## src/design/spsort_pkg.sv

```systemverilog
`timescale 1ns / 1ps
// ----------------------------------------------------------------------------
// Spiral sorter package
// Key layout and cell control word shared by the insertion chain and the top
// level, and the spiral key function that the top level uses.
// ----------------------------------------------------------------------------
package spsort_pkg;

  // Grid coordinate width and the coordinate view used for key arithmetic.
  localparam int GridW = 16;
  // Key: ring in the high bits, then the edge code, then the position.
  localparam int EdgeW = 2;
  localparam int KeyW  = GridW + EdgeW + GridW;

  typedef logic [GridW-1:0] grid_t;
  typedef logic [KeyW-1:0]  key_t;

  typedef enum logic [EdgeW-1:0] {
    EDGE_TOP    = 2'd0,
    EDGE_RIGHT  = 2'd1,
    EDGE_BOTTOM = 2'd2,
    EDGE_LEFT   = 2'd3
  } edge_t;

  // Control broadcast to every cell of the chain at once.
  typedef struct packed {
    logic ins;     // insert the broadcast point
    logic shift;   // move every entry one place toward cell zero
    key_t key;     // key of the broadcast point
  } cell_ctl_t;

  // Ring, edge and position for a point inside an n by n grid.
  function automatic key_t spiral_key(grid_t x, grid_t y, grid_t n);
    grid_t top;
    grid_t right;
    grid_t bottom;
    grid_t left;
    grid_t ring;
    grid_t pos;
    edge_t edge_code;
    top    = y;
    right  = n - grid_t'(1) - x;
    bottom = n - grid_t'(1) - y;
    left   = x;
    ring   = top;
    if (right < ring) ring = right;
    if (bottom < ring) ring = bottom;
    if (left < ring) ring = left;
    priority if (top == ring) begin
      edge_code = EDGE_TOP;
      pos = x;
    end else if (right == ring) begin
      edge_code = EDGE_RIGHT;
      pos = y;
    end else if (bottom == ring) begin
      edge_code = EDGE_BOTTOM;
      pos = right;
    end else begin
      edge_code = EDGE_LEFT;
      pos = bottom;
    end
    return {ring, edge_code, pos};
  endfunction

endpackage

```

## src/design/spsort_cell.sv

```systemverilog
`timescale 1ns / 1ps
// ----------------------------------------------------------------------------
// Spiral sorter cell
// One place of the sorted insertion chain: holds a point and its key, and
// trades it with its neighbors on insertion or drain.
// ----------------------------------------------------------------------------
module spsort_cell #(
  parameter int CW = 16
) (
  input  logic                   clk,
  input  spsort_pkg::cell_ctl_t  ctl,
  input  logic [CW-1:0]          new_x,
  input  logic [CW-1:0]          new_y,
  input  logic                   occ,
  input  logic                   prev_greater,
  input  logic [CW-1:0]          prev_x,
  input  logic [CW-1:0]          prev_y,
  input  spsort_pkg::key_t       prev_key,
  input  logic [CW-1:0]          next_x,
  input  logic [CW-1:0]          next_y,
  input  spsort_pkg::key_t       next_key,
  output logic [CW-1:0]          x,
  output logic [CW-1:0]          y,
  output spsort_pkg::key_t       key,
  output logic                   greater
);

  // An empty place sorts after everything, so the new point lands after
  // every stored point with an equal key.
  assign greater = !occ || (key > ctl.key);

  always_ff @(posedge clk) begin
    if (ctl.shift) begin
      x   <= next_x;
      y   <= next_y;
      key <= next_key;
    end else if (ctl.ins && greater) begin
      if (prev_greater) begin
        x   <= prev_x;
        y   <= prev_y;
        key <= prev_key;
      end else begin
        x   <= new_x;
        y   <= new_y;
        key <= ctl.key;
      end
    end
  end

endmodule

```

## config.mk

```make
export PLATFORM = sky130hd
export DESIGN_NAME = spsort_cell
export DESIGN_NICKNAME = d
export VERILOG_FILES = /design/src/design/spsort_pkg.sv /design/src/design/spsort_cell.sv
export SDC_FILE = /design/constraint.sdc
export NUM_CORES = 1
export LEC_CHECK = 0
export ABC_CLOCK_PERIOD_IN_PS = 5900
export BUFFER_PORTS_ARGS = -buffer_cell sky130_fd_sc_hd__buf_2
export CORE_AREA = 2 2 105 107
export DETAILED_ROUTE_END_ITERATION = 16
export DIE_AREA = 0 0 107 109
export PLACE_DENSITY = 0.76
export SLEW_MARGIN = 20
export SYNTH_ARGS = -nofsm -noshare
export SYNTH_HDL_FRONTEND = slang
export SYNTH_SLANG_ARGS = --single-unit
```

## constraint.sdc

```tcl
create_clock -name clk -period 5.9 [get_ports clk]
set_input_delay 0.59 -clock clk [delete_from_list [all_inputs] [get_ports clk]]
set_output_delay 0.59 -clock clk [all_outputs]
set_load 0.01 [all_outputs]
```

==> flow_summary.html <==
<table>
<tr><th>Metric</th><th>Value</th></tr>
<tr><th colspan="2">Floorplanning</th></tr>
<tr><td>Initial core utilization</td><td>39.5%</td></tr>
<tr><td>Area of the core</td><td>10600 µm²</td></tr>
<tr><td>DIE HEIGHT</td><td>109 µm</td></tr>
<tr><td>Ports placed on the boundary</td><td>270</td></tr>
<tr><td>Standard-cell rows</td><td>38</td></tr>
<tr><td>Die extent in x</td><td>107 µm</td></tr>
<tr><td>Total die area</td><td>11700 µm²</td></tr>
<tr><th colspan="2">Timing</th></tr>
<tr><td>Share of the clock period used by the worst path after layout</td><td>63.4%</td></tr>
<tr><td>Clock Skew</td><td>0.00877 ns</td></tr>
<tr><td>Worst-case headroom to the max-slew limit</td><td>27.8%</td></tr>
<tr><td>Final Hold Vio Count</td><td>0</td></tr>
<tr><td>Sum of negative setup slack</td><td>0 ns</td></tr>
<tr><td>Pins over their slew limit</td><td>0</td></tr>
<tr><td>Highest Clock Rate</td><td>0.267 GHz</td></tr>
<tr><td>Worst slew pin tran</td><td>1.08 ns</td></tr>
<tr><td>Unrepaired setup endpoints after global routing</td><td>no</td></tr>
<tr><td>Minimum clock period</td><td>3.74 ns</td></tr>
<tr><td>Number of failing setup endpoints in the final timing report</td><td>0</td></tr>
<tr><th colspan="2">Layout</th></tr>
<tr><td>Fill cell total of the finished layout</td><td>939</td></tr>
<tr><td>Final instance area</td><td>5830 µm²</td></tr>
<tr><td>Area occupied by multi-input gates</td><td>1990 µm²</td></tr>
<tr><td>Nets@finish</td><td>909</td></tr>
<tr><td>Layout cells sized above 1</td><td>42.3%</td></tr>
<tr><td>Leading cell type in the layout, fill and taps excluded</td><td>sky130_fd_sc_hd__buf_2</td></tr>
<tr><td>Top library cells by usage in the layout, fill and taps aside</td><td>267 x sky130_fd_sc_hd__buf_2, 75 x sky130_fd_sc_hd__nand2_1, 66 x sky130_fd_sc_hd__mux2i_1, 66 x sky130_fd_sc_hd__edfxtp_1, 43 x sky130_fd_sc_hd__o21ai_0</td></tr>
<tr><td>Area growth, synth to finish</td><td>39.2%</td></tr>
<tr><td>Sequential cell area in the final layout</td><td>1980 µm²</td></tr>
<tr><th colspan="2">Synthesis</th></tr>
<tr><td>Leading cell types by total area after synthesis</td><td>sky130_fd_sc_hd__edfxtp_1 47%, sky130_fd_sc_hd__mux2i_1 16%, sky130_fd_sc_hd__ha_1 10%</td></tr>
<tr><td>Fraction of synthesis flops using an asynchronous set or reset pin</td><td>0%</td></tr>
<tr><td>Total of warnings raised by yosys</td><td>0</td></tr>
<tr><td>Syn Area/Cell</td><td>10.2 µm²</td></tr>
<tr><td>Syn_nets</td><td>649</td></tr>
<tr><td>Cell count after synthesis</td><td>412</td></tr>
<tr><td>Synthesized flop and latch total</td><td>66</td></tr>
<tr><td>Seq/Total Area, Yosys</td><td>47.3%</td></tr>
<tr><td>Top FF cell, synth</td><td>sky130_fd_sc_hd__edfxtp_1</td></tr>
<tr><td>Synthesized area</td><td>4190 µm²</td></tr>
<tr><td>Number of enable-type register cells in the synthesized netlist</td><td>66</td></tr>
<tr><td>Cell type contributing the most total cell area after synthesis</td><td>sky130_fd_sc_hd__edfxtp_1</td></tr>
<tr><td>Share of the synthesized area in the top cell type</td><td>47.3%</td></tr>
<tr><td>Cell variety after synth</td><td>25</td></tr>
<tr><th colspan="2">Clock tree</th></tr>
<tr><td>Clock transition time at the flip-flop clock pins of the worst setup and hold paths</td><td>0.07 ns</td></tr>
<tr><td>Clk sinks</td><td>66</td></tr>
<tr><td>Post-CTS setup buffer count</td><td>0</td></tr>
<tr><td>Clock network latency to the later pin of the worst-skew pair</td><td>0.33 ns</td></tr>
<tr><td>Clock tree root buffer cell</td><td>sky130_fd_sc_hd__clkbuf_8</td></tr>
<tr><td>Number of instances resized during post-cts repair</td><td>0</td></tr>
<tr><td>Total clock buffers created by CTS</td><td>9</td></tr>
<tr><td>H-Tree Depth</td><td>3</td></tr>
<tr><td>CTS tree</td><td>done</td></tr>
<tr><td>Max Buffers Root-to-Sink</td><td>2</td></tr>
<tr><td>Hold bufs inserted after CTS</td><td>0</td></tr>
<tr><th colspan="2">Setup path</th></tr>
<tr><td>Buffers plus inverters on the worst setup path</td><td>1</td></tr>
<tr><td>Delay-heaviest family, CP</td><td>simple AND/OR/NAND/NOR gates</td></tr>
<tr><td>Maximum net fanout on the critical path</td><td>35</td></tr>
<tr><td>Cell-by-cell listing of the critical path</td><td>ha_1 -&gt; nand4_1 -&gt; nor4_1 -&gt; nand3_1 -&gt; nor2_1 -&gt; a2111oi_2 -&gt; o21ai_4 -&gt; buf_4</td></tr>
<tr><td>Critical path type</td><td>reg2reg</td></tr>
<tr><td>Critical path endpoint category</td><td>flop</td></tr>
<tr><td>Cell at the slowest stage of the critical path</td><td>sky130_fd_sc_hd__o21ai_4</td></tr>
<tr><td>CP peak stage delay</td><td>0.83 ns</td></tr>
<tr><td>Launching element type of the critical path</td><td>flop</td></tr>
<tr><td>Worst EP required</td><td>5.88 ns</td></tr>
<tr><td>Worst endpoint data arrival time</td><td>3.72 ns</td></tr>
<tr><th colspan="2">Pwr</th></tr>
<tr><td>Switching share of power</td><td>28.5%</td></tr>
<tr><td>Comb power frac</td><td>26.3%</td></tr>
<tr><td>Net switching power</td><td>0.370 mW</td></tr>
<tr><td>VDD IR-drop max</td><td>0.154 mV</td></tr>
<tr><td>Total power divided by cell area</td><td>223 nW/µm²</td></tr>
<tr><td>Proportion of power drawn by flip-flops and latches</td><td>46.8%</td></tr>
<tr><td>Leakage power figure</td><td>3.04 nW</td></tr>
<tr><td>Portion of total power attributed to the clock network</td><td>27.0%</td></tr>
<tr><td>Internal power contribution</td><td>0.930 mW</td></tr>
<tr><th colspan="2">GRT</th></tr>
<tr><td>Vias in the first global route</td><td>3770</td></tr>
<tr><td>All-layer global routing usage</td><td>19.1%</td></tr>
<tr><td>Final global-route overflow total</td><td>0</td></tr>
<tr><td>Met1 demand-to-capacity share in global routing</td><td>20.7%</td></tr>
<tr><td>Number of antenna violations at the first check in global routing</td><td>1</td></tr>
<tr><td>Met3 layer usage reported by global route</td><td>4.24%</td></tr>
<tr><td>Global-route layer with the greatest usage</td><td>met2</td></tr>
<tr><td>First-pass GRT wire length</td><td>17100 µm</td></tr>
<tr><td>Pin count of the biggest net entering global routing</td><td>73</td></tr>
<tr><td>Met2 usage</td><td>35.9%</td></tr>
<tr><th colspan="2">Detailed routing</th></tr>
<tr><td>Vias after detailed routing</td><td>4034</td></tr>
<tr><td>Remaining antenna violation count</td><td>0</td></tr>
<tr><td>Detailed Route WL</td><td>11600 µm</td></tr>
<tr><td>Number of search-and-repair iterations in the first detailed-routing pass</td><td>5</td></tr>
<tr><td>Iteration-0 DRC Markers</td><td>287</td></tr>
<tr><td>Number of design rule violations left after detail routing</td><td>0</td></tr>
<tr><td>Post-DR vias/cell</td><td>4.94</td></tr>
<tr><td>Post-detailed-route wirelength per cell</td><td>14.2 µm</td></tr>
<tr><th colspan="2">Place</th></tr>
<tr><td>Number of port buffers</td><td>269</td></tr>
<tr><td>DPL Wire Length</td><td>9430 µm</td></tr>
<tr><td>Post-Place Cell Area</td><td>5650 µm²</td></tr>
<tr><td>Final estimated routing congestion in global placement</td><td>0.820</td></tr>
<tr><th colspan="2">Job</th></tr>
<tr><td>Number of violations of the max-capacitance limit</td><td>0</td></tr>
<tr><th colspan="2">Outcome</th></tr>
<tr><td>Result of the run</td><td>finished, final reports clean</td></tr>
<tr><th colspan="2">Min path</th></tr>
<tr><td>Tightest Hold Check Type</td><td>in2reg</td></tr>
</table>
-- cell families after synthesis --
logic type,count (synthesis),synth area share [%]
AND/OR/NAND/NOR,93,9.05
adder cells (fa/ha/maj),34,10.2
buffers and inverters,58,5.35
flip-flops,66,47.3
multiplexers,66,15.8
AO/OA/AOI/OAI,95,12.4
-- state kept, by name, summed over array words and instances (netlist names) --
register	cells
y	16
x	16
key	34
-- synth_stat cells (2+ instances only) --
library cell,instances
sky130_fd_sc_hd__a21o_1,2
sky130_fd_sc_hd__a21oi_1,14
sky130_fd_sc_hd__buf_2,5
sky130_fd_sc_hd__clkbuf_1,16
sky130_fd_sc_hd__edfxtp_1,66
sky130_fd_sc_hd__ha_1,34
sky130_fd_sc_hd__inv_1,36
sky130_fd_sc_hd__mux2i_1,66
sky130_fd_sc_hd__nand2_1,75
sky130_fd_sc_hd__nand3_1,3
sky130_fd_sc_hd__nand4_1,7
sky130_fd_sc_hd__nor2_1,5
sky130_fd_sc_hd__nor4_1,2
sky130_fd_sc_hd__o21ai_0,43
sky130_fd_sc_hd__o21ai_1,28
-- worst paths after layout --
kind                from       to  slack, ns  cells after the start
max              key[32]    y[13]       2.16                      8
min          next_key[7]   key[7]       0.54                      3
max reg2reg      key[32]    y[13]       2.16                      8
min reg2reg       key[1]  key[14]       1.44                      4
-- worst min-delay path: cells and delay by family --
| kind | cells | cell delay, ns |
|---|---|---|
| buf+inv | 1 | 0.08 |
| compound gates | 1 | 0.05 |
| simple gates | 1 | 0.04 |
-- through the flow --
| step | worst slack (ns) | power [mW] | utilization, % | hold WS [ns] | cells |
|---|---|---|---|---|---|
| floorplan | 0.608 | 0.796 | - | 0.781 | 412 |
| global placement | 1.96 | 0.951 | 53.3 | 0.871 | 801 |
| detailed placement | 1.84 | 0.964 | 53.3 | 0.877 | 801 |
| CTS | 2.12 | 1.32 | 55.0 | 0.517 | 816 |
| global route | 1.83 | 1.37 | 55.0 | 0.528 | 817 |
| finish | 2.16 | 1.30 | 55.0 | 0.536 | 817 |
-- per-layer routing --
layer	share of wire, %	wire, µm
met1	38	4370
met2	53	6140
met5	0	0
met4	1.9	221
met3	7.2	829
-- power by group through the flow --
stage / sequential [mW] / clock (mW) / combinational (mW)
after CTS: 0.609 / 0.363 / 0.347
after global routing: 0.614 / 0.381 / 0.379
after detailed placement: 0.619 / 0 / 0.345
final: 0.608 / 0.350 / 0.341
after global placement: 0.616 / 0 / 0.335
after floorplan: 0.648 / 0 / 0.148
-- layout make-up --
type	instances	area share [%]
Multi-Input combinational cell	288	34.2
Sequential cell	66	34.0
Tap cell	140	3.00
Inverter	36	2.32
Antenna cell	1	0.0429
Clock inverter	5	0.794
Clock buffer	10	2.19
Timing Repair Buffer	271	23.4
No activity file was read; power rests on OpenSTA's default activity.
